--- src/u8u2_pkg.sv ---
// ----------------------------------------------------------------------------
// u8u2_pkg
// Shared types and constants for the UTF-8 to UCS-2 decoder.
// ----------------------------------------------------------------------------
package u8u2_pkg;

   localparam int CSR_ADDR_W = 3;
   localparam int CSR_DATA_W = 32;

   localparam int BYTE_W = 8;
   localparam int CODE_W = 16;
   localparam int COUNT_W = 2;

   localparam logic [CODE_W-1:0] REPLACEMENT_RESET = 16'h003F;

   // Register index, taken from the word-aligned address bit
   typedef enum logic [0:0] {
      CSR_REPLACEMENT_CODE = 1'b0,
      CSR_UNMAPPED         = 1'b1
   } csr_index_type;

   // Continuation bytes still expected after a lead byte
   localparam logic [COUNT_W-1:0] REMAIN_NONE  = 2'd0;
   localparam logic [COUNT_W-1:0] REMAIN_TWO   = 2'd1;
   localparam logic [COUNT_W-1:0] REMAIN_THREE = 2'd2;
   localparam logic [COUNT_W-1:0] REMAIN_FOUR  = 2'd3;

   localparam logic [2:0] LEAD_TWO_TAG   = 3'b110;
   localparam logic [3:0] LEAD_THREE_TAG = 4'b1110;

endpackage

--- src/utf8_to_ucs2_decoder_core.sv ---
// ----------------------------------------------------------------------------
// utf8_to_ucs2_decoder_core
// Decodes a UTF-8 byte stream, one byte per item, into 16-bit code units.
// ----------------------------------------------------------------------------
// A character's last byte reaches rsp via the input and result registers.
// Throughput: 1 byte per cycle unless rsp_ready holds the result register;
// a held result register also holds the input register and decode state.
// Reset: synchronous; clears decode state and valids, and sets the
// replacement code to '?'.
// ----------------------------------------------------------------------------
module utf8_to_ucs2_decoder_core (
   input  logic                             clock,
   input  logic                             reset,

   input  logic                             req_valid,
   output logic                             req_ready,
   input  logic [u8u2_pkg::BYTE_W-1:0]      req_data_byte,

   output logic                             rsp_valid,
   input  logic                             rsp_ready,
   output logic [u8u2_pkg::CODE_W-1:0]      rsp_code_unit,
   output logic                             rsp_end_of_string,

   input  logic                             csr_psel,
   input  logic                             csr_penable,
   input  logic                             csr_pwrite,
   input  logic [u8u2_pkg::CSR_ADDR_W-1:0]  csr_paddr,
   input  logic [u8u2_pkg::CSR_DATA_W-1:0]  csr_pwdata,
   output logic [u8u2_pkg::CSR_DATA_W-1:0]  csr_prdata,
   output logic                             csr_pready
);
   import u8u2_pkg::*;

   logic                  in_valid_ff;
   logic [BYTE_W-1:0]     in_byte_ff;

   logic [COUNT_W-1:0]    remain_ff, remain_in;
   logic [CODE_W-1:0]     partial_ff, partial_in;
   logic                  replace_ff, replace_in;
   logic [CODE_W-1:0]     replacement_ff;

   logic                  out_valid_ff;
   logic [CODE_W-1:0]     out_code_ff;
   logic                  out_eos_ff;

   logic                  advance;
   logic                  emit;
   logic [CODE_W-1:0]     emit_code;
   logic                  emit_eos;
   logic [COUNT_W-1:0]    remain_dec;
   csr_index_type         csr_index;
   logic                  csr_write;

   // Configuration port
   assign csr_pready = 1'b1;
   assign csr_index  = csr_index_type'(csr_paddr[2]);
   assign csr_write  = csr_psel && csr_penable && csr_pwrite;

   always_comb begin
      case (csr_index)
         CSR_REPLACEMENT_CODE: begin
            csr_prdata = {{(CSR_DATA_W-CODE_W){1'b0}}, replacement_ff};
         end
         default: begin
            csr_prdata = '0;
         end
      endcase
   end

   always_ff @(posedge clock) begin
      if (reset) begin
         replacement_ff <= REPLACEMENT_RESET;
      end else if (csr_write && csr_index == CSR_REPLACEMENT_CODE) begin
         replacement_ff <= csr_pwdata[CODE_W-1:0];
      end
   end

   // Handshake
   assign advance   = in_valid_ff && (!out_valid_ff || rsp_ready);
   assign req_ready = !in_valid_ff || advance;

   // Decode step
   assign remain_dec = remain_ff - 2'd1;

   always_comb begin
      remain_in  = remain_ff;
      partial_in = partial_ff;
      replace_in = replace_ff;
      emit       = 1'b0;
      emit_code  = '0;
      emit_eos   = 1'b0;
      if (remain_ff == REMAIN_NONE) begin
         if (in_byte_ff == '0) begin
            emit     = 1'b1;
            emit_eos = 1'b1;
         end else if (!in_byte_ff[7]) begin
            emit      = 1'b1;
            emit_code = {{(CODE_W-BYTE_W){1'b0}}, in_byte_ff};
         end else if (in_byte_ff[7:5] == LEAD_TWO_TAG) begin
            partial_in = {5'b0, in_byte_ff[4:0], 6'b0};
            remain_in  = REMAIN_TWO;
            replace_in = 1'b0;
         end else if (in_byte_ff[7:4] == LEAD_THREE_TAG) begin
            partial_in = {in_byte_ff[3:0], 12'b0};
            remain_in  = REMAIN_THREE;
            replace_in = 1'b0;
         end else begin
            partial_in = '0;
            remain_in  = REMAIN_FOUR;
            replace_in = 1'b1;
         end
      end else begin
         remain_in = remain_dec;
         if (replace_ff) begin
            if (remain_dec == REMAIN_NONE) begin
               replace_in = 1'b0;
               emit       = 1'b1;
               emit_code  = replacement_ff;
            end
         end else if (remain_dec != REMAIN_NONE) begin
            partial_in = partial_ff | {4'b0, in_byte_ff[5:0], 6'b0};
         end else begin
            emit       = 1'b1;
            emit_code  = partial_ff | {10'b0, in_byte_ff[5:0]};
            partial_in = '0;
         end
      end
   end

   // Input register and decode state
   always_ff @(posedge clock) begin
      if (reset) begin
         in_valid_ff <= 1'b0;
         remain_ff   <= REMAIN_NONE;
         partial_ff  <= '0;
         replace_ff  <= 1'b0;
      end else begin
         if (req_ready) begin
            in_valid_ff <= req_valid;
         end
         if (advance) begin
            remain_ff  <= remain_in;
            partial_ff <= partial_in;
            replace_ff <= replace_in;
         end
      end
   end

   always_ff @(posedge clock) begin
      if (req_valid && req_ready) begin
         in_byte_ff <= req_data_byte;
      end
   end

   // Result register
   always_ff @(posedge clock) begin
      if (reset) begin
         out_valid_ff <= 1'b0;
      end else if (advance && emit) begin
         out_valid_ff <= 1'b1;
      end else if (rsp_ready) begin
         out_valid_ff <= 1'b0;
      end
   end

   always_ff @(posedge clock) begin
      if (advance && emit) begin
         out_code_ff <= emit_code;
         out_eos_ff  <= emit_eos;
      end
   end

   assign rsp_valid         = out_valid_ff;
   assign rsp_code_unit     = out_code_ff;
   assign rsp_end_of_string = out_eos_ff;

endmodule
--- config.mk ---
export PLATFORM = sky130hd
export DESIGN_NAME = utf8_to_ucs2_decoder_core
export DESIGN_NICKNAME = d
export VERILOG_FILES = /design/src/u8u2_pkg.sv /design/src/utf8_to_ucs2_decoder_core.sv
export SDC_FILE = /design/constraint.sdc
export NUM_CORES = 1
export LEC_CHECK = 0
export ABC_AREA = 1
export ABC_CLOCK_PERIOD_IN_PS = 2500
export CORE_ASPECT_RATIO = 1.4
export CORE_MARGIN = 8
export CORE_UTILIZATION = 45
export CTS_CLUSTER_SIZE = 40
export DETAILED_ROUTE_END_ITERATION = 10
export DONT_BUFFER_PORTS = 1
export PLACE_DENSITY_LB_ADDON = 0.05
export SLEW_MARGIN = 20
export SYNTH_ARGS = -nofsm -noshare
export SYNTH_HDL_FRONTEND = slang
export SYNTH_SLANG_ARGS = --single-unit
--- constraint.sdc ---
create_clock -name clock -period 2.5 [get_ports clock]
set_input_delay 0.375 -clock clock [delete_from_list [all_inputs] [get_ports clock]]
set_output_delay 0.375 -clock clock [all_outputs]
set_load 0.03 [all_outputs]
==> impl_metrics.yaml, run 1 <==
status:
  status: "finished clean"
global_route:
  antenna_found_initial: 0
  grt_pass1_wl_um: 9250
  globalRouteOverflowTotal: 0
  grt_max_degree: 27
  grt_usage_pct: 13.7
  grt_pass1_vias: 1860
clock_tree:
  path_clk_slew_ns: 0.09
  clock_latency_ns: 0.31
  cts_made_buffers: 5
  cts_hold_buf: 0
  cts_resized: 0
  root_buffer: "clkbuf_8"
  h-tree-depth: 2
  cts_setup_buffers: 0
  clk_path_buf_depth: 2
  cts_sinks: 56
  cts_tree: "done"
cells_and_area:
  layout_common_cells: "inv_1 (35), nand2_1 (31), dfxtp_1 (31)"
  drive_gt1_share_pct: 13.9
  fin_nets: 330
  regArea_mm2: 0.00137
  fillers: 567
  syn_to_final_growth_pct: 2.60
  final_common_cell: "inv_1"
  antenna_cells: 0
  multiInputGateArea_um2: 952
  final_util_pct: 48.2
sta:
  finalHoldViolCount: 0
  relSlewSlack_pct: 49.5
  rsz0062_at_grt: "no"
  clock_skew_ns: 0.00875
  setup_ws_ns: 0.808
  fmax_mhz: 591
  period_minus_slack_ns: 1.69
  drv_slew: 0
  finalCritPeriodShare_pct: 67.7
  fin_setup_tns_ns: 0
  setup_viol_count_final: 0
  worst_slew_pin_slew_ns: 0.757
routing:
  via_per_inst: 5.08
  drt_iter0_markers: 77
  vias: 1772
  drt_pass1_iterations: 4
  drc: 0
  avgRoutedWirePerCell_um: 16.2
  ant_nets: 0
  wirelength_um: 5660
yosys:
  syn_inst: 284
  yosys_warnings: 0
  synth_edf_count: 25
  seq_area_frac_synth_pct: 52.8
  yosysTopAreaCell: "edfxtp_1"
  syn_area_per_cell_um2: 9.14
  ys_top_cells_by_area: "edfxtp_1 (29%), dfxtp_1 (24%), buf_4 (5.2%)"
  synth_area_mm2: 0.00259
  synth_top_area_share_pct: 28.9
  ys_ff_latch: 56
  synthDistinctLibCells: 30
  async_flop_share_pct: 0
  synth_ff_type: "dfxtp_1"
setup_path:
  worstSetupPathType: "register to register"
  cpLargestDelayFamily: "simple AND/OR/NAND/NOR gates"
  critical_path.cell_chain: "inv_4 -> nor2_4 -> nand2_2 -> o221ai_1"
  cp.arrival_ns: 1.82
  cp_num_buf_inv: 1
  crit_path_start_kind: "register"
  cp.required_ns: 2.63
  end_kind: "register"
  slowest_delay_ns: 0.49
  cp_slowest_cell: "dfxtp_1"
  cp_max_fo: 15
pwr:
  ir_drop_uv: 437
  p_leak_nw: 1.08
  power.density_mw_per_mm2: 651
placement:
  io_buffers: 0
  place_ws_ns: 0.812
  dp_hpwl_um: 4310
  gp_congestion: 0.845
run:
  max_cap_viol_count: 0
floorplanning:
  start_util_pct: 47.0
  die_area_mm2: 0.00849
  ios: 102
  fp.dieW_um: 80.2
  coreArea_mm2: 0.00553
  die_h_um: 106
  num_rows: 32
min_path:
  hold_class: "input pin to register"
-- worst register-to-register path, stage by stage (launching register included) --
cell	delay, ns
dfxtp_1	0.49
inv_4	0.12
nor2_4	0.29
nand2_2	0.32
o221ai_1	0.29
-- per-stage QoR --
stage | power (mW) | cell area (um2) | cells | hold slack [ns]
floorplan | 1.24 | 2650 | 299 | 0.441
global placement | 1.25 | 2570 | 341 | 0.440
detailed placement | 1.25 | 2570 | 341 | 0.442
CTS | 1.75 | 2660 | 349 | 0.109
global route | 1.80 | 2660 | 349 | 0.107
finish | 1.73 | 2660 | 349 | 0.116
-- cell families after synthesis --
| kind of cell | synth area share (%) |
|---|---|
| and+or+nand+nor | 20.8 |
| other | 0.289 |
| DFF | 52.8 |
| buffers and inverters | 12.6 |
| AOI/OAI and AO/OA | 13.5 |
-- final timing paths --
kind	start	cells after the start	slack, ns	to
worst max register to register	remain_ff[0]	4	0.81	rsp_code_unit[1]
worst min register to register	partial_ff[14]	2	0.48	partial_ff[14]
worst max-delay path	remain_ff[0]	4	0.81	rsp_code_unit[1]
worst min-delay path	reset	1	0.12	replace_ff
-- synth_stat cells, types with 2 or more instances --
cell type	instances
edfxtp_1	25
nand4_1	6
conb_1	2
buf_2	2
nor2_2	2
nor2_1	29
a21oi_1	13
o22ai_1	2
o21ai_2	5
o211ai_1	6
buf_4	18
nand3_1	27
o221ai_1	2
o21ai_0	16
nor2_4	3
nand2_2	3
nand2_1	31
clkbuf_1	6
nand3_2	4
inv_1	35
dfxtp_1	31
inv_2	2
o22ai_2	4
a21oi_2	4
-- layer usage --
metal | share of wire (%) | GRT usage (%) | wire [um]
met5 | 0 | 0 | 0
met4 | 1.6 | 5.22 | 92
met3 | 4.4 | 3.91 | 250
met2 | 53 | 23.9 | 2970
met1 | 41 | 15.2 | 2340
-- layout make-up --
type	instances	share of cell area [%]
multi-input cells	177	35.8
flip-flops and latches	56	51.5
inverters	38	5.45
clock inverters	1	0.282
clock buffers	7	3.24
well taps	68	3.20
repair buffers	2	0.564
-- state kept, by name, indices dropped and copies added, names as in the netlist --
register and flops:
rsp_valid 1, in_byte_ff 8, replace_ff 1, rsp_code_unit 16
replacement_ff 16, remain_ff 2, rsp_end_of_string 1, in_valid_ff 1
partial_ff 10
-- power breakdown --
part / leakage, nW / internal, mW / total (mW) / switching [mW]
clock: 0.0445 / 0.226 / 0.506 / 0.280
sequential: 0.498 / 0.990 / 1.03 / 0.0357
combinational: 0.535 / 0.0427 / 0.201 / 0.158
(Power assumes the default switching activity.)
==> run 2: changes to the inputs <==
--- a/config.mk
+++ b/config.mk
@@ -6,7 +6,7 @@
 export NUM_CORES = 1
 export LEC_CHECK = 0
 export ABC_AREA = 1
-export ABC_CLOCK_PERIOD_IN_PS = 2500
+export ABC_CLOCK_PERIOD_IN_PS = 1700
 export CORE_ASPECT_RATIO = 1.4
 export CORE_MARGIN = 8
 export CORE_UTILIZATION = 45
==> constraint.sdc (replaced) <==
create_clock -name clock -period 1.7 [get_ports clock]
set_input_delay 0.255 -clock clock [delete_from_list [all_inputs] [get_ports clock]]
set_output_delay 0.255 -clock clock [all_outputs]
set_load 0.03 [all_outputs]
==> run 2 against run 1 <==
Effect of this change: clock power increased by 73%; non-clock buffer count increased by 11; highest routed layer unchanged; via count increased by 0.96%; sequential power increased by 47%; cell area increased by 3.9%; maximum frequency increased by 20%; critical path type unchanged.
==> impl_metrics.yaml, run 2 (synthesis gave the netlist of run 1 again) <==
sta:
  hold_slack_ns: 0.00794
  setup_viol_count_final: 0
  rsz0062_at_grt: "no"
  fin_setup_tns_ns: 0
  worst_slew_pin_slew_ns: 0.565
  finalHoldViolCount: 0
  fmax_mhz: 709
  relSlewSlack_pct: 62.2
  finalCritPeriodShare_pct: 82.9
  period_minus_slack_ns: 1.41
  drv_slew: 0
  clock_skew_ns: 0.00734
global_route:
  grt_usage_pct: 14.0
  grt_pass1_vias: 1874
  grt_max_degree: 27
  globalRouteOverflowTotal: 0
  antenna_found_initial: 0
  grt_pass1_wl_um: 9420
pwr:
  internal-power_mw: 1.98
  combPwrFrac_pct: 11.7
  switching_share_pct: 26.6
  power.density_mw_per_mm2: 973
  seqPwrFrac_pct: 55.9
  p_leak_nw: 1.14
  p_switching_uw: 717
  clockPowerShare_pct: 32.4
  ir_drop_uv: 481
floorplanning:
  start_util_pct: 47.0
  die_h_um: 106
  ios: 102
  die_area_mm2: 0.00849
  coreArea_mm2: 0.00553
  fp.dieW_um: 80.2
  num_rows: 32
placement:
  gp_congestion: 0.877
  dp_hpwl_um: 4400
  io_buffers: 0
clock_tree:
  clk_path_buf_depth: 2
  cts_hold_buf: 1
  cts_setup_buffers: 0
  root_buffer: "clkbuf_8"
  cts_tree: "done"
  h-tree-depth: 2
  clock_latency_ns: 0.31
  path_clk_slew_ns: 0.10
  cts_made_buffers: 5
  cts_resized: 0
  cts_sinks: 56
cells_and_area:
  fin_nets: 341
  antenna_cells: 0
  drive_gt1_share_pct: 17.1
  syn_to_final_growth_pct: 6.65
  layout_common_cells: "inv_1 (35), nand2_1 (31), dfxtp_1 (31)"
  final_common_cell: "inv_1"
routing:
  drc: 0
  drt_iter0_markers: 116
  via_per_inst: 4.97
  avgRoutedWirePerCell_um: 16.0
  drt_pass1_iterations: 4
  wirelength_um: 5750
  vias: 1789
  ant_nets: 0
setup_path:
  worst_path_most_repeated_cell: "nand2_1"
  cp.arrival_ns: 1.57
  cp_max_fo: 8
  critical_path.cell_chain: "inv_4 -> nor2_4 -> buf_4 -> nand2_1 -> nand2_1 -> inv_2 -> o22ai_2"
  worstSetupPathType: "register to register"
  slowest_delay_ns: 0.49
  crit_path_start_kind: "register"
  cp_slowest_cell: "dfxtp_1"
  end_kind: "register"
  cp.required_ns: 1.86
min_path:
  hold_class: "input pin to register"
status:
  status: "finished clean"
run:
  max_cap_viol_count: 0
-- run 2: worst paths after layout --
path,end,slack [ns],cells after the start,startpoint
max,rsp_code_unit[0],0.29,7,remain_ff[0]
min,rsp_valid,0.008,1,reset
max reg2reg,rsp_code_unit[0],0.29,7,remain_ff[0]
min reg2reg,partial_ff[11],0.48,2,partial_ff[11]
-- run 2: final cells by class --
type / instances / area, um2
Clock buffer: 6 / 72.6
Clock inverter: 2 / 38.8
Fill cell: 550 / 2760
Inverter: 38 / 145
Multi-Input combinational cell: 177 / 955
Sequential cell: 56 / 1370
Tap cell: 68 / 85.1
Timing Repair Buffer: 13 / 100
-- run 2: metrics by stage --
stage | total power, mW | util, % | worst slack (ns) | instances | instance area, um2
detailed placement | 1.85 | 47.9 | 0.294 | 351 | 2650
global route | 2.80 | 50.1 | 0.169 | 360 | 2770
global placement | 1.85 | 47.9 | 0.314 | 351 | 2650
finish | 2.69 | 50.1 | 0.290 | 360 | 2770
floorplan | 1.82 | - | 0.0896 | 299 | 2650
CTS | 2.71 | 50.1 | 0.278 | 360 | 2770
-- run 2: power by group through the flow --
stage               sequential (mW)  clock, mW  combinational [mW]
finish                         1.51      0.873               0.314
global route                   1.51      0.942               0.346
CTS                            1.51      0.885               0.316
detailed placement             1.54          0               0.311
global placement               1.54          0               0.308
floorplan                      1.53          0               0.292
-- run 2: worst max-delay path, delay by kind of cell (launching register included) --
family                 cells  cell delay, ns
AO/OA/AOI/OAI              1            0.08
AND/OR/NAND/NOR            3            0.35
flip-flops                 1            0.49
buffers and inverters      3            0.35
-- run 2: routing by layer --
layer	vias to the layer above	track usage (%)	share of wire, %
met1	808	16.0	43
met2	47	23.7	50
met5	-	0	0
met3	9	3.49	4.4
met4	0	5.87	2.5
li1	925	-	-
